==> src/design/cca_pkg.sv <==
// ----------------------------------------------------------------------------
// cca_pkg
// Shared constants, types and codes of the contiguous chunk allocator.
// ----------------------------------------------------------------------------
package cca_pkg;

    localparam int HEAP_CHUNKS = 256;
    localparam int CHUNK_SHIFT = 20;
    localparam int ADDR_W      = 48;
    localparam int LEN_W       = 9;
    localparam int STATUS_W    = 2;
    localparam int SMALL_RUN   = 2;

    localparam int CHUNK_W = $clog2(HEAP_CHUNKS);
    localparam int CNT_W   = $clog2(HEAP_CHUNKS + 1);
    localparam int FIRST_W = ADDR_W - CHUNK_SHIFT;
    localparam int PTR_W   = FIRST_W + 1;
    localparam int SUM_W   = ((LEN_W > CNT_W) ? LEN_W : CNT_W) + 1;

    typedef enum logic [0:0] {
        REQ_ALLOC = 1'b0,
        REQ_FREE  = 1'b1
    } t_req;

    typedef enum logic [STATUS_W-1:0] {
        ST_OK      = 2'd0,
        ST_REFUSED = 2'd1,
        ST_NO_RUN  = 2'd2
    } t_status;

    typedef enum logic [2:0] {
        S_IDLE,
        S_DECIDE,
        S_SCAN1,
        S_SCAN2,
        S_MARK,
        S_FREE,
        S_DONE
    } t_state;

    typedef enum logic [2:0] {
        OP_NONE,
        OP_LOAD,
        OP_SCAN_INIT,
        OP_SCAN,
        OP_MARK,
        OP_FREE_INIT,
        OP_FREE,
        OP_OUT
    } t_op;

    typedef struct packed {
        t_op     op;
        t_status code;
    } t_dp_cmd;

    typedef struct packed {
        logic is_free;
        logic len_zero;
        logic over_count;
        logic hit;
        logic scan_end;
        logic step_last;
    } t_dp_sts;

endpackage

==> src/design/cca_ctrl.sv <==
// ----------------------------------------------------------------------------
// cca_ctrl
// Request sequencer: decides, walks the search, marks or frees, hands off.
// ----------------------------------------------------------------------------
module cca_ctrl (
    input  logic             i_clk,
    input  logic             i_rst_n,
    input  logic             i_in_valid,
    output logic             o_in_ready,
    output logic             o_out_valid,
    input  logic             i_out_ready,
    input  cca_pkg::t_dp_sts i_sts,
    output cca_pkg::t_dp_cmd o_cmd
);
    import cca_pkg::*;

    t_state  r_state, n_state;
    t_status r_code, n_code;
    logic    r_out_valid, n_out_valid;
    logic    slot_free;

    assign slot_free = !r_out_valid || i_out_ready;

    always_comb begin
        n_state = r_state;
        n_code  = r_code;
        case (r_state)
            S_IDLE: begin
                if (i_in_valid) n_state = S_DECIDE;
            end
            S_DECIDE: begin
                if (i_sts.is_free) begin
                    if (i_sts.len_zero) begin
                        n_code  = ST_OK;
                        n_state = S_DONE;
                    end else begin
                        n_state = S_FREE;
                    end
                end else if (i_sts.over_count) begin
                    n_code  = ST_REFUSED;
                    n_state = S_DONE;
                end else if (i_sts.len_zero) begin
                    n_code  = ST_NO_RUN;
                    n_state = S_DONE;
                end else begin
                    n_state = S_SCAN1;
                end
            end
            S_SCAN1: begin
                if (i_sts.hit) n_state = S_MARK;
                else if (i_sts.scan_end) n_state = S_SCAN2;
            end
            S_SCAN2: begin
                if (i_sts.hit) begin
                    n_state = S_MARK;
                end else if (i_sts.scan_end) begin
                    n_code  = ST_NO_RUN;
                    n_state = S_DONE;
                end
            end
            S_MARK: begin
                if (i_sts.step_last) begin
                    n_code  = ST_OK;
                    n_state = S_DONE;
                end
            end
            S_FREE: begin
                if (i_sts.step_last) begin
                    n_code  = ST_OK;
                    n_state = S_DONE;
                end
            end
            S_DONE: begin
                if (slot_free) n_state = S_IDLE;
            end
            default: n_state = S_IDLE;
        endcase
    end

    always_comb begin
        o_cmd.op   = OP_NONE;
        o_cmd.code = r_code;
        case (r_state)
            S_IDLE: begin
                if (i_in_valid) o_cmd.op = OP_LOAD;
            end
            S_DECIDE: begin
                if (i_sts.is_free) begin
                    if (!i_sts.len_zero) o_cmd.op = OP_FREE_INIT;
                end else if (!i_sts.over_count && !i_sts.len_zero) begin
                    o_cmd.op = OP_SCAN_INIT;
                end
            end
            S_SCAN1: o_cmd.op = OP_SCAN;
            S_SCAN2: o_cmd.op = OP_SCAN;
            S_MARK:  o_cmd.op = OP_MARK;
            S_FREE:  o_cmd.op = OP_FREE;
            S_DONE: begin
                if (slot_free) o_cmd.op = OP_OUT;
            end
            default: o_cmd.op = OP_NONE;
        endcase
    end

    always_comb begin
        n_out_valid = r_out_valid;
        if (o_cmd.op == OP_OUT) n_out_valid = 1'b1;
        else if (i_out_ready) n_out_valid = 1'b0;
    end

    always_ff @(posedge i_clk) begin
        if (!i_rst_n) begin
            r_state     <= S_IDLE;
            r_code      <= ST_OK;
            r_out_valid <= 1'b0;
        end else begin
            r_state     <= n_state;
            r_code      <= n_code;
            r_out_valid <= n_out_valid;
        end
    end

    assign o_in_ready  = (r_state == S_IDLE);
    assign o_out_valid = r_out_valid;

    a_done_waits: assert property (@(posedge i_clk) disable iff (!i_rst_n)
        (r_state == S_DONE && r_out_valid && !i_out_ready) |=> (r_state == S_DONE))
        else $error("result dropped while output word still pending");

    a_out_loads: assert property (@(posedge i_clk) disable iff (!i_rst_n)
        (o_cmd.op == OP_OUT) |=> r_out_valid)
        else $error("output word not presented after load");

    a_no_accept_busy: assert property (@(posedge i_clk) disable iff (!i_rst_n)
        (o_cmd.op == OP_LOAD) |=> (r_state == S_DECIDE))
        else $error("accepted word not decided");

endmodule

==> src/design/cca_dp.sv <==
// ----------------------------------------------------------------------------
// cca_dp
// Datapath: used bitmap, count, cursor, base register, scan and step counters.
// ----------------------------------------------------------------------------
module cca_dp (
    input  logic                           i_clk,
    input  logic                           i_rst_n,
    input  logic                           i_cfg_we,
    input  logic [cca_pkg::ADDR_W-1:0]     i_cfg_data,
    input  logic                           i_req_type,
    input  logic [cca_pkg::ADDR_W-1:0]     i_free_address,
    input  logic [cca_pkg::LEN_W-1:0]      i_run_length,
    input  cca_pkg::t_dp_cmd               i_cmd,
    output cca_pkg::t_dp_sts               o_sts,
    output logic [cca_pkg::STATUS_W-1:0]   o_status,
    output logic [cca_pkg::ADDR_W-1:0]     o_granted_address
);
    import cca_pkg::*;

    logic [HEAP_CHUNKS-1:0] r_map, n_map;
    logic [CNT_W-1:0]       r_count, n_count;
    logic [CNT_W-1:0]       r_cursor, n_cursor;
    logic [ADDR_W-1:0]      r_base, n_base;

    t_req                   r_req, n_req;
    logic [ADDR_W-1:0]      r_addr, n_addr;
    logic [LEN_W-1:0]       r_len, n_len;
    logic [CHUNK_W-1:0]     r_p, n_p;
    logic [CNT_W-1:0]       r_run, n_run;
    logic [PTR_W-1:0]       r_ptr, n_ptr;
    logic [CHUNK_W-1:0]     r_start, n_start;
    logic [FIRST_W-1:0]     r_first, n_first;
    logic [LEN_W-1:0]       r_step, n_step;
    logic [STATUS_W-1:0]    r_status, n_status;
    logic [ADDR_W-1:0]      r_granted, n_granted;

    logic                   scan_bit;
    logic                   scan_end;
    logic                   hit;
    logic                   step_last;
    logic                   ptr_in_heap;
    logic [PTR_W-1:0]       start_w;
    logic [ADDR_W-1:0]      offset;
    logic [SUM_W-1:0]       need;

    assign scan_bit    = r_map[r_p];
    assign scan_end    = (r_p == CHUNK_W'(HEAP_CHUNKS - 1));
    assign hit         = !scan_bit && ((SUM_W'(r_run) + SUM_W'(1)) == SUM_W'(r_len));
    assign step_last   = (r_step == (r_len - LEN_W'(1)));
    assign ptr_in_heap = (r_ptr < PTR_W'(HEAP_CHUNKS));
    assign start_w     = PTR_W'(r_p) + PTR_W'(1) - PTR_W'(r_len);
    assign offset      = r_addr - r_base;
    assign need        = SUM_W'(r_count) + SUM_W'(r_len);

    assign o_sts.is_free    = (r_req == REQ_FREE);
    assign o_sts.len_zero   = (r_len == '0);
    assign o_sts.over_count = (need >= SUM_W'(HEAP_CHUNKS));
    assign o_sts.hit        = hit;
    assign o_sts.scan_end   = scan_end;
    assign o_sts.step_last  = step_last;

    always_comb begin
        n_map     = r_map;
        n_count   = r_count;
        n_cursor  = r_cursor;
        n_base    = i_cfg_we ? i_cfg_data : r_base;
        n_req     = r_req;
        n_addr    = r_addr;
        n_len     = r_len;
        n_p       = r_p;
        n_run     = r_run;
        n_ptr     = r_ptr;
        n_start   = r_start;
        n_first   = r_first;
        n_step    = r_step;
        n_status  = r_status;
        n_granted = r_granted;
        case (i_cmd.op)
            OP_LOAD: begin
                n_req  = t_req'(i_req_type);
                n_addr = i_free_address;
                n_len  = i_run_length;
            end
            OP_SCAN_INIT: begin
                n_p   = (r_cursor == CNT_W'(HEAP_CHUNKS)) ? '0 : r_cursor[CHUNK_W-1:0];
                n_run = '0;
            end
            OP_SCAN: begin
                if (hit) begin
                    n_ptr   = start_w;
                    n_start = start_w[CHUNK_W-1:0];
                    n_step  = '0;
                end else if (scan_bit || scan_end) begin
                    n_run = '0;
                end else begin
                    n_run = r_run + CNT_W'(1);
                end
                n_p = scan_end ? '0 : r_p + CHUNK_W'(1);
            end
            OP_MARK: begin
                n_map[r_ptr[CHUNK_W-1:0]] = 1'b1;
                n_ptr  = r_ptr + PTR_W'(1);
                n_step = r_step + LEN_W'(1);
                if (step_last) begin
                    n_count = r_count + CNT_W'(r_len);
                    if (r_len <= LEN_W'(SMALL_RUN)) begin
                        n_cursor = CNT_W'(r_start) + CNT_W'(r_len);
                    end
                end
            end
            OP_FREE_INIT: begin
                n_first = offset[ADDR_W-1:CHUNK_SHIFT];
                n_ptr   = PTR_W'(offset[ADDR_W-1:CHUNK_SHIFT]);
                n_step  = '0;
            end
            OP_FREE: begin
                if (ptr_in_heap && r_map[r_ptr[CHUNK_W-1:0]]) begin
                    n_map[r_ptr[CHUNK_W-1:0]] = 1'b0;
                    n_count = r_count - CNT_W'(1);
                end
                n_ptr  = r_ptr + PTR_W'(1);
                n_step = r_step + LEN_W'(1);
                if (step_last && (r_first < FIRST_W'(r_cursor))) begin
                    n_cursor = CNT_W'(r_first);
                end
            end
            OP_OUT: begin
                n_status = i_cmd.code;
                if (i_cmd.code == ST_OK && r_req == REQ_ALLOC) begin
                    n_granted = r_base + (ADDR_W'(r_start) << CHUNK_SHIFT);
                end else begin
                    n_granted = '0;
                end
            end
            default: n_map = r_map;
        endcase
    end

    always_ff @(posedge i_clk) begin
        if (!i_rst_n) begin
            r_map    <= '0;
            r_count  <= '0;
            r_cursor <= '0;
            r_base   <= '0;
        end else begin
            r_map    <= n_map;
            r_count  <= n_count;
            r_cursor <= n_cursor;
            r_base   <= n_base;
        end
    end

    always_ff @(posedge i_clk) begin
        r_req     <= n_req;
        r_addr    <= n_addr;
        r_len     <= n_len;
        r_p       <= n_p;
        r_run     <= n_run;
        r_ptr     <= n_ptr;
        r_start   <= n_start;
        r_first   <= n_first;
        r_step    <= n_step;
        r_status  <= n_status;
        r_granted <= n_granted;
    end

    assign o_status          = r_status;
    assign o_granted_address = r_granted;

    a_count_below_cap: assert property (@(posedge i_clk) disable iff (!i_rst_n)
        r_count < CNT_W'(HEAP_CHUNKS))
        else $error("used count reached heap size");

    a_cursor_range: assert property (@(posedge i_clk) disable iff (!i_rst_n)
        r_cursor <= CNT_W'(HEAP_CHUNKS))
        else $error("search cursor out of range");

    a_mark_target_free: assert property (@(posedge i_clk) disable iff (!i_rst_n)
        (i_cmd.op == OP_MARK) |-> !r_map[r_ptr[CHUNK_W-1:0]])
        else $error("marking a chunk already in use");

endmodule

==> src/design/contiguous_chunk_allocator_core.sv <==
// ----------------------------------------------------------------------------
// contiguous_chunk_allocator_core
// Next-fit bitmap allocator of contiguous chunk runs in a fixed-size heap.
// ----------------------------------------------------------------------------
//  channel   handshake                 payload
//  cfg       i_cfg_we                  i_cfg_data (heap base)
//  request   i_in_valid / o_in_ready   i_req_type, i_free_address, i_run_length
//  result    o_out_valid / i_out_ready o_status, o_granted_address
//
//  One request at a time. Refused or zero-length requests go straight from
//  decide to done. Free steps through run_length chunks; allocate walks the
//  bitmap one bit per cycle from the cursor up and then from chunk zero up.
//  Reset clears the bitmap, count, cursor and base at once; no sweep.
//  A pending result blocks only the hand-off of the next one.
// ----------------------------------------------------------------------------
module contiguous_chunk_allocator_core (
    input  logic                           i_clk,
    input  logic                           i_rst_n,
    input  logic                           i_cfg_we,
    input  logic [cca_pkg::ADDR_W-1:0]     i_cfg_data,
    input  logic                           i_in_valid,
    output logic                           o_in_ready,
    input  logic                           i_req_type,
    input  logic [cca_pkg::ADDR_W-1:0]     i_free_address,
    input  logic [cca_pkg::LEN_W-1:0]      i_run_length,
    output logic                           o_out_valid,
    input  logic                           i_out_ready,
    output logic [cca_pkg::STATUS_W-1:0]   o_status,
    output logic [cca_pkg::ADDR_W-1:0]     o_granted_address
);
    import cca_pkg::*;

    t_dp_cmd cmd;
    t_dp_sts sts;

    cca_ctrl u_ctrl (
        .i_clk       (i_clk),
        .i_rst_n     (i_rst_n),
        .i_in_valid  (i_in_valid),
        .o_in_ready  (o_in_ready),
        .o_out_valid (o_out_valid),
        .i_out_ready (i_out_ready),
        .i_sts       (sts),
        .o_cmd       (cmd)
    );

    cca_dp u_dp (
        .i_clk             (i_clk),
        .i_rst_n           (i_rst_n),
        .i_cfg_we          (i_cfg_we),
        .i_cfg_data        (i_cfg_data),
        .i_req_type        (i_req_type),
        .i_free_address    (i_free_address),
        .i_run_length      (i_run_length),
        .i_cmd             (cmd),
        .o_sts             (sts),
        .o_status          (o_status),
        .o_granted_address (o_granted_address)
    );

endmodule

==> config.mk <==
export PLATFORM = sky130hd
export DESIGN_NAME = contiguous_chunk_allocator_core
export DESIGN_NICKNAME = d
export VERILOG_FILES = /design/src/design/cca_pkg.sv /design/src/design/cca_ctrl.sv /design/src/design/cca_dp.sv /design/src/design/contiguous_chunk_allocator_core.sv
export SDC_FILE = /design/constraint.sdc
export NUM_CORES = 1
export LEC_CHECK = 0
export BUFFER_PORTS_ARGS = -buffer_cell sky130_fd_sc_hd__buf_2
export CELL_PAD_IN_SITES_DETAIL_PLACEMENT = 1
export CELL_PAD_IN_SITES_GLOBAL_PLACEMENT = 2
export CORE_ASPECT_RATIO = 1.25
export CORE_MARGIN = 3
export CORE_UTILIZATION = 44
export CTS_CLUSTER_DIAMETER = 30
export DETAILED_ROUTE_END_ITERATION = 10
export GPL_ROUTABILITY_DRIVEN = 0
export PLACE_DENSITY = 0.89
export SYNTH_ARGS = -nofsm -noshare
export SYNTH_HDL_FRONTEND = slang
export SYNTH_HIERARCHICAL = 1
export SYNTH_SLANG_ARGS = --single-unit
==> constraint.sdc <==
create_clock -name i_clk -period 10.9 [get_ports i_clk]
set_input_delay 0.545 -clock i_clk [delete_from_list [all_inputs] [get_ports i_clk]]
set_output_delay 0.545 -clock i_clk [all_outputs]
set_load 0.02 [all_outputs]
==> out/qor.yml, run 1 <==
grt_max_degree: 92
cts_resized: 0
portBuffers: 162
drv_slew: 0
fmax_ghz: 0.154
rsz0062_at_grt: "false"
routed_via_density: 6.36
grt_pass1_wl_um: 156000
synth_edf_count: 199
multiInputGateArea_sq_um: 15700
timing.slew.headroom_pct: 11.0
core_area_sq_um: 66200
ys_warn_count: 6
max_stage_delay_ps: 740
nFillCells: 7140
clockRootBuffer: "clkbuf_16"
yosysUniqueCellTypes: 80
layout_min_cycle_time_ps: 6490
finClkSkew_ps: 29.2
drt-initial-drc-count: 1585
row_count: 105
clk_pin_slew_ps: 50
drive_above_1_share_pct: 18.3
startpoint_type: "flip-flop"
cts_max_level: 3
firstDrtPassIters: 5
arrival_ps: 7070
num_vias: 25100
die_y_um: 296
ys_async_sr_fraction_pct: 0
synth_area_sq_um: 29700
fin_crit_sh_pct: 59.6
status: "finished, final reports clean"
clk_latency_ps: 680
use_met3_pct: 4.60
cts_made_buffers: 116
postCtsSetupRepairBufs: 0
setup_viol: 0
clockBufferDepth: 3
wl_per_cell_um: 25.5
numClockSinks: 527
vdd_ir_drop_max_uv: 178
power.density_nw_per_um2: 299
fin_setup_tns_ps: 0
finalHoldViolCount: 0
die-area_sq_um: 70600
cts_hold_buf: 0
cp.required_ps: 11480
drc: 0
hold_class: "in2reg"
critPathSlowestCell: "nand2_1"
overflow: 0
nNetsFinal: 3210
syn_area_per_cell_sq_um: 10.2
ys_seq_elements: 527
ioPinCount: 163
track_usage_pct: 28.1
ant_nets: 0
cap_violations: 0
seq_area_frac_synth_pct: 42.3
die_x_um: 238
drt-total-wl_um: 101000
cpMostUsedCell: "o21ai_0"
cp_max_fo: 49
seq_area_sq_um: 12500
critical_path_class: "reg2reg"
use_met2_pct: 49.9
crit_path_end_kind: "flip-flop"
syn-instance-count: 2898
use_met1_pct: 31.8
finalPower_w: 0.0105
initial_core_util_pct: 44.8
worst_pin_slew_ps: 1330
grt_pass1_vias: 27100
antenna_found_initial: 3
synth_top_flop_cell: "dfxtp_1"
p_leak_nw: 12.8
cts_tree: "done"
whs_ps: 51.2
grt_busiest_layer: "met2"
syn_nets: 3125
hpwl_um: 66200
syn_to_final_growth_pct: 18.7
-- area by class of cell --
type	count	area share (%)
Tap cell	856	3.04
Timing Repair Buffer	204	3.26
Clock inverter	65	2.93
Antenna cell	3	0.0213
Inverter	114	1.22
Sequential cell	527	35.6
Multi-Input combinational cell	2020	44.6
Clock buffer	154	9.28
-- cell families after synthesis --
group / share of synthesized area (%)
and+or+nand+nor: 11.8
buffers and inverters: 4.98
muxes: 13.5
DFF: 42.3
adders and majority gates: 4.99
xor gates and xnor gates: 4.07
AOI/OAI and AO/OA: 18.4
-- stage by stage --
stage	utilization, %	setup WS, ps	area (sq um)	cells
2_1_floorplan	-	3550	29700	2898
3_3_place_gp	46.7	4730	30900	3720
3_5_place_dp	46.7	4550	30900	3720
4_1_cts	53.2	4480	35200	3939
5_1_grt	53.2	3880	35200	3942
6_report	53.2	4410	35200	3943
-- synth_stat cells, drive strengths merged, types with 5 or more instances --
| cell type | n | area, sq um |
|---|---|---|
| nand2b | 16 | 100 |
| or2 | 8 | 50.1 |
| dfxtp | 328 | 6570 |
| inv | 113 | 424 |
| nor4 | 16 | 119 |
| o41ai | 24 | 210 |
| a211oi | 57 | 428 |
| a22oi | 39 | 293 |
| mux4 | 125 | 2820 |
| ha | 112 | 1400 |
| o311ai | 24 | 210 |
| nand4 | 25 | 156 |
| or3 | 31 | 194 |
| a21oi | 113 | 566 |
| mux2i | 119 | 1190 |
| nor2 | 297 | 1120 |
| o211ai | 121 | 908 |
| o21ai | 97 | 489 |
| and2 | 10 | 62.6 |
| xnor2 | 92 | 806 |
| clkbuf | 161 | 604 |
| a31oi | 15 | 93.8 |
| xor2 | 46 | 403 |
| and3 | 23 | 144 |
| nor2b | 22 | 138 |
| a221o | 21 | 210 |
| a22o | 8 | 70.1 |
| edfxtp | 199 | 5980 |
| a21o | 45 | 338 |
| o21a | 5 | 37.5 |
| nand2 | 150 | 563 |
| a221oi | 8 | 70.1 |
| buf | 76 | 445 |
| nor3 | 41 | 210 |
| a41oi | 5 | 43.8 |
| o21bai | 20 | 150 |
| or4 | 6 | 45.0 |
| o31ai | 126 | 946 |
| a311oi | 14 | 129 |
| and4 | 7 | 61.3 |
| nand3 | 84 | 425 |
-- critical path: cells and delay by family (launching register included) --
kind	cells	cell delay, ps
multiplexers	1	220
adder cells (fa/ha/maj)	2	800
XOR/XNOR	1	160
flip-flops	1	520
AND/OR/NAND/NOR	10	1940
buffers and inverters	2	710
AO/OA/AOI/OAI	12	2030
-- metal layers --
| layer | share of wire, % | vias to the layer above |
|---|---|---|
| li1 | - | 11200 |
| met4 | 5.9 | 2 |
| met1 | 38 | 12700 |
| met3 | 5.4 | 313 |
| met2 | 50 | 875 |
| met5 | 0.0070 | - |
-- power by group --
part | switching (W) | internal (W)
Clock | 0.00118 | 0.00264
Sequential | 0.000303 | 0.00257
Combinational | 0.00255 | 0.00126
-- path summary, 6_finish.rpt --
path                            slack, ps         endpoint          start  cells after the start
worst max-delay path                 4410  u_dp/r_count[8]  u_dp/r_len[1]                     28
worst min-delay path                   50       u_dp/r_req     i_req_type                      1
worst max register to register       4410  u_dp/r_count[8]  u_dp/r_len[1]                     28
worst min register to register        480        flip-flop      flip-flop                      2
-- cell usage in the layout (no fill, tap or decap), types with 15 or more instances in the layout --
cell type  count
o21bai_1      20
a21oi_1      113
nand2_1      148
nand2b_1      16
o211ai_1     121
a31oi_1       15
o31ai_1      126
buf_2        161
o311ai_0      24
nand3_1       83
a21o_1        45
buf_4         41
dfxtp_1      328
edfxtp_1     199
nor2_1       294
ha_1         112
a22oi_1       39
nor3_1        40
bufinv_16     23
inv_1        110
xnor2_1       92
mux4_2       125
o41ai_1       24
a221o_1       21
clkbuf_1      19
and3_1        22
a211oi_1      57
xor2_1        46
clkbuf_8      16
o21ai_0       90
clkbuf_16    119
nor2b_1       20
nand4_1       25
or3_1         30
clkinv_2      16
mux2i_1      119
Power figures use the tool's default switching activity.
==> run 2: changes to the inputs <==
--- a/config.mk
+++ b/config.mk
@@ -10,11 +10,11 @@
 export CELL_PAD_IN_SITES_GLOBAL_PLACEMENT = 2
 export CORE_ASPECT_RATIO = 1.25
 export CORE_MARGIN = 3
-export CORE_UTILIZATION = 44
+export CORE_UTILIZATION = 41
 export CTS_CLUSTER_DIAMETER = 30
 export DETAILED_ROUTE_END_ITERATION = 10
 export GPL_ROUTABILITY_DRIVEN = 0
-export PLACE_DENSITY = 0.89
+export PLACE_DENSITY = 0.84
 export SYNTH_ARGS = -nofsm -noshare
 export SYNTH_HDL_FRONTEND = slang
 export SYNTH_HIERARCHICAL = 1
==> constraint.sdc (replaced) <==
create_clock -name i_clk -period 6 [get_ports i_clk]
set_input_delay 0.3 -clock i_clk [delete_from_list [all_inputs] [get_ports i_clk]]
set_output_delay 0.3 -clock i_clk [all_outputs]
set_load 0.02 [all_outputs]
==> run 2 against run 1 <==
  * Global-route usage fell by 0.55 points
  * Clock skew fell by 4.5 ps
  * Sequential share of layout area fell by 1.1 points
  * Critical path depth fell by 1
  * Die area rose by 7.1%
  * Clock power rose by 73%
  * Sequential power rose by 83%
  * Largest power group is now combinational logic
  * Largest cell class unchanged
  * Combinational power rose by 83%
  * Critical path type unchanged
  * Flip-flop and latch count did not move
==> out/qor.yml, run 2 (synthesis gave the netlist of run 1 again) <==
timing.slew.headroom_pct: 21.9  # was 11.0%
whs_ps: 242  # was 51.2 ps
clockRootBuffer: "clkbuf_16"  # unchanged
grt_pass1_wl_um: 162000  # was 156000 um
overflow: 0  # unchanged
postCtsSetupRepairBufs: 0  # unchanged
die_x_um: 247  # was 238 um
cts_made_buffers: 118  # was 116
finalHoldViolCount: 0  # unchanged
hold_start: "i_in_valid"  # was i_req_type
antenna_found_initial: 0  # was 3
die-area_sq_um: 75700  # was 70600 sq um
syn_to_final_growth_pct: 22.6  # was 18.7%
finClkSkew_ps: 24.7  # was 29.2 ps
final_common_cell: "dfxtp_1"  # unchanged
drv_slew: 0  # unchanged
track_usage_pct: 27.5  # was 28.1%
layout_min_cycle_time_ps: 5420  # was 6490 ps
crit_start: "u_dp/r_len[1]"  # unchanged
drive_above_1_share_pct: 17.9  # was 18.3%
ant_nets: 0  # unchanged
drt-total-wl_um: 105000  # was 101000 um
core_area_sq_um: 71200  # was 66200 sq um
ioPinCount: 163  # unchanged
power.density_nw_per_um2: 519  # was 299 nW/um^2
clockBufferDepth: 3  # unchanged
nFillCells: 7620  # was 7140
nNetsFinal: 3339  # was 3210
place_ws_ps: 731  # was 4550 ps
hpwl_um: 67800  # was 66200 um
num_vias: 25500  # was 25100
setup_viol: 0  # unchanged
cp.required_ps: 6600  # was 11480 ps
critical_path_class: "reg2reg"  # unchanged
worst_r2r_startpoint: "u_dp/r_len[1]"  # unchanged
grt_pass1_vias: 27600  # was 27100
portBuffers: 162  # unchanged
routed_via_density: 6.14  # was 6.36
worst_pin_slew_ps: 1170  # was 1330 ps
crit_path_end_kind: "flip-flop"  # unchanged
status: "finished, final reports clean"  # unchanged
clk_pin_slew_ps: 50  # about the same
numClockSinks: 527  # unchanged
vdd_ir_drop_max_uv: 356  # was 178 uV
place_area_sq_um: 31200  # was 30900 sq um
drt-initial-drc-count: 1696  # was 1585
clk_latency_ps: 670  # was 680 ps
rsz0062_at_grt: "false"  # unchanged
fmax_ghz: 0.184  # was 0.154 GHz
cp_max_fo: 8  # was 49
arrival_ps: 6020  # was 7070 ps
mostFrequentLayoutCells: "dfxtp_1, nor2_1, edfxtp_1"  # unchanged
worst_slack_ps: 576  # was 4410 ps
cap_violations: 0  # unchanged
initial_core_util_pct: 41.7  # was 44.8%
wl_per_cell_um: 25.2  # was 25.5 um
row_count: 109  # was 105
cts_max_level: 3  # unchanged
drc: 0  # unchanged
p_leak_nw: 13.3  # was 12.8 nW
cts_tree: "done"  # unchanged
finalInstanceArea_sq_um: 36400  # was 35200 sq um
die_y_um: 307  # was 296 um
startpoint_type: "flip-flop"  # unchanged
firstDrtPassIters: 5  # unchanged
fin_crit_sh_pct: 90.4  # was 59.6%
cts_resized: 0  # unchanged
cts_hold_buf: 108  # was 0
fin_setup_tns_ps: 0  # unchanged
grt_max_degree: 102  # was 92
hold_class: "in2reg"  # unchanged
## run 2: power breakdown
| group | internal, W | total, W | switching, W |
|---|---|---|---|
| clock | 0.00445 | 0.00663 | 0.00218 |
| combinational | 0.00239 | 0.00698 | 0.00459 |
| sequential | 0.00468 | 0.00528 | 0.000600 |
## run 2: per-layer routing
| metal | track usage (%) | up-vias | wire [um] |
|---|---|---|---|
| met4 | 13.6 | 0 | 4920 |
| met5 | 0 | - | 0 |
| li1 | - | 11500 | - |
| met1 | 32.1 | 12900 | 40000 |
| met3 | 4.44 | 294 | 6170 |
| met2 | 48.8 | 885 | 53600 |
## run 2: cell type report
| class | instances | area (sq um) | share of cell area [%] |
|---|---|---|---|
| inverters | 114 | 430 | 1.18 |
| flip-flops and latches | 527 | 12500 | 34.5 |
| clock inverters | 80 | 946 | 2.60 |
| clock buffers | 142 | 3150 | 8.65 |
| well taps | 943 | 1180 | 3.24 |
| repair buffers | 331 | 2410 | 6.64 |
| diodes | 1 | 2.50 | 0.00688 |
| multi-input cells | 2020 | 15700 | 43.2 |
## run 2: stage by stage
step | total power, W | std cells | util [%]
floorplan | 0.00981 | 2898 | -
global placement | 0.0119 | 3827 | 43.8
detailed placement | 0.0121 | 3827 | 43.8
CTS | 0.0189 | 4157 | 51.1
global route | 0.0198 | 4157 | 51.1
finish | 0.0189 | 4158 | 51.1
## run 2: path summary, 6_finish.rpt
check / to / slack [ps] / depth (start not counted)
setup reg to reg: u_dp/r_count[8] / 580 / 27
hold reg to reg: flip-flop / 480 / 2
hold / removal: u_ctrl/r_state[0] / 240 / 4
setup / recovery: u_dp/r_count[8] / 580 / 27
## run 2: worst max-delay path, cell delays in order, from the launching register on
cell and delay (ps):
edfxtp_1 520, ha_1 330, a31o_2 240, a21oi_1 160
nor2b_1 60, o21ai_0 170, nand2b_1 90, a21oi_1 160
nor2b_1 60, o21ai_0 140, nand2_1 140, nor3_1 250
o21ai_0 200, o21ai_4 370, nand2_1 240, nand2_1 150
ha_1 190, fa_1 230, nor2b_1 60, o21ai_0 230
a21boi_0 170, o21ai_0 210, nand2b_1 110, a31oi_1 280
xnor2_1 150, nor2_1 60, a31oi_1 180, mux2i_1 200
==> run 3: changes to the inputs <==
==> constraint.sdc (replaced) <==
create_clock -name i_clk -period 6 [get_ports i_clk]
set_input_delay 0.6 -clock i_clk [delete_from_list [all_inputs] [get_ports i_clk]]
set_output_delay 0.6 -clock i_clk [all_outputs]
set_load 0.02 [all_outputs]
==> run 3 against run 2 <==
  * Flip-flop and latch count unchanged
  * Non-clock buffer count fell by 107
  * Register-to-register slack improved by 220 ps
  * Sequential power barely moved
  * Highest routed layer is now met5
  * Fmax rose by 4.2%
  * Sequential share of layout area rose by 1.0 points
  * Design area fell by 2.9%
  * Critical path depth unchanged
  * Total power is 0.46% lower
  * Wire length down 4.5%
  * Largest cell class unchanged
  * Clock skew increased by 2.8 ps
==> out/qor.yml, run 3 (synthesis gave the netlist of run 1 again) <==
status: "finished, final reports clean"  # unchanged
syn_to_final_growth_pct: 19.0  # was 22.6%
die-area_sq_um: 75700  # unchanged
row_count: 109  # unchanged
crit_family: "compound AO/OA/AOI/OAI gates"  # unchanged
cts_hold_buf: 0  # was 108
startpoint_type: "flip-flop"  # unchanged
crit_buf_inv: 0  # unchanged
place_area_sq_um: 31200  # about the same
fin_crit_sh_pct: 86.8  # was 90.4%
nFillCells: 7756  # was 7620
grt_max_degree: 102  # unchanged
mostFrequentLayoutCells: "dfxtp_1, nor2_1, edfxtp_1"  # unchanged
routed_via_density: 6.10  # was 6.14
vdd_ir_drop_max_uv: 349  # was 356 uV
multiInputGateArea_sq_um: 15700  # unchanged
timing.slew.headroom_pct: 24.0  # was 21.9%
num_vias: 24600  # was 25500
hold_class: "in2reg"  # unchanged
cts_max_level: 3  # unchanged
critical_path_class: "reg2reg"  # unchanged
worst_pin_slew_ps: 1140  # was 1170 ps
setup_viol: 0  # unchanged
initial_core_util_pct: 41.7  # unchanged
drt-total-wl_um: 100000  # was 105000 um
drc: 0  # unchanged
nNetsFinal: 3227  # was 3339
clockRootBuffer: "clkbuf_16"  # unchanged
cts_made_buffers: 113  # was 118
firstDrtPassIters: 5  # unchanged
clk_latency_ps: 680  # was 670 ps
overflow: 0  # unchanged
grt_pass1_vias: 26600  # was 27600
r2r_slack_ps: 790  # was 580 ps
seq_area_sq_um: 12500  # unchanged
cts_tree: "done"  # unchanged
finClkSkew_ps: 27.5  # was 24.7 ps
finalPower_w: 0.0188  # was 0.0189 W
rsz0062_at_grt: "false"  # unchanged
clk_pin_slew_ps: 50  # about the same
portBuffers: 162  # unchanged
fin_setup_tns_ps: 0  # unchanged
drt-initial-drc-count: 1688  # was 1696
power.density_nw_per_um2: 532  # was 519 nW/um^2
cp_max_fo: 8  # unchanged
die_x_um: 247  # unchanged
final_common_cell: "dfxtp_1"  # unchanged
ant_nets: 0  # unchanged
grt_pass1_wl_um: 156000  # was 162000 um
cp.required_ps: 6580  # was 6600 ps
arrival_ps: 5790  # was 6020 ps
drive_above_1_share_pct: 18.9  # was 17.9%
clockBufferDepth: 3  # unchanged
antenna_found_initial: 5  # was 0
wl_per_cell_um: 24.8  # was 25.2 um
critPathSlowestCell: "edfxtp_1"  # unchanged
core_area_sq_um: 71200  # unchanged
ioPinCount: 163  # unchanged
cap_violations: 0  # unchanged
die_y_um: 307  # unchanged
numClockSinks: 527  # unchanged
finalHoldViolCount: 0  # unchanged
track_usage_pct: 26.3  # was 27.5%
cpMostUsedCell: "o21ai_0"  # unchanged
drv_slew: 0  # unchanged
finalInstanceArea_sq_um: 35300  # was 36400 sq um
n_antenna_cell: 0  # was 1
p_leak_nw: 12.8  # was 13.3 nW
cts_resized: 0  # unchanged
hpwl_um: 67900  # was 67800 um
whs_ps: 102  # was 242 ps
postCtsSetupRepairBufs: 0  # unchanged
max_stage_delay_ps: 510  # was 520 ps
layout_min_cycle_time_ps: 5210  # was 5420 ps
fmax_ghz: 0.192  # was 0.184 GHz
crit_path_end_kind: "flip-flop"  # unchanged
## run 3: cell types whose count changed in the layout (fill, tap and decap cells not counted), sizes merged
cell | before | now
dlygate4sd3 | 108 | 0
clkinv | 39 | 30
clkbuf | 142 | 136
inv | 121 | 127
bufinv | 17 | 20
clkinvlp | 17 | 15
buf | 223 | 224
diode | 1 | 0
## run 3: path summary, 6_finish.rpt
check                          from               to  depth (start not counted)
setup reg to reg      u_dp/r_len[1]  u_dp/r_count[8]                         27
hold / removal    i_free_address[1]   u_dp/r_addr[1]                          1
hold reg to reg           flip-flop        flip-flop                          2
setup / recovery      u_dp/r_len[1]  u_dp/r_count[8]                         27
## run 3: metrics by stage
stage / util, % / instances / worst slack, ps
2_1_floorplan: - / 2898 / 711
3_3_place_gp: 43.8 / 3828 / 987
3_5_place_dp: 43.8 / 3828 / 834
4_1_cts: 49.6 / 4042 / 817
5_1_grt: 49.6 / 4042 / 247
6_report: 49.6 / 4042 / 792
## run 3: worst register-to-register path, stage by stage, from the launching register on
cell,delay (ps)
edfxtp_1,510
ha_1,320
a31o_2,240
a21oi_1,150
nor2b_1,60
o21ai_0,190
nand2b_1,90
a21oi_1,140
nor2b_1,60
o21ai_0,140
nand2_1,130
nor3_1,230
o21ai_0,170
o21ai_4,340
nand2_1,240
nand2_1,130
ha_1,200
fa_1,240
nor2b_1,60
o21ai_0,220
a21boi_0,160
o21ai_0,160
nand2b_1,100
a31oi_1,260
xnor2_1,160
nor2_1,60
a31oi_1,170
mux2i_1,200
## run 3: power breakdown
part	internal [W]	total (W)	switching, W	leakage [nW]
sequential	0.00467	0.00526	0.000591	4.50
clock	0.00452	0.00668	0.00215	1.99
combinational	0.00234	0.00685	0.00451	6.34
## run 3: layer usage
metal,vias to the layer above,wire (um),track usage [%]
met3,267,5610,4.95
met4,10,4550,12.6
li1,11200,-,-
met5,-,62,0
met2,772,51500,47.3
met1,12400,38300,30.0
## run 3: cell type report
class,instances,area share (%)
multi-input combinational,2020,44.5
sequential,527,35.5
clock buffer,136,8.73
timing repair buffer,224,3.80
tap,943,3.34
clock inverter,78,2.94
inverter,114,1.22
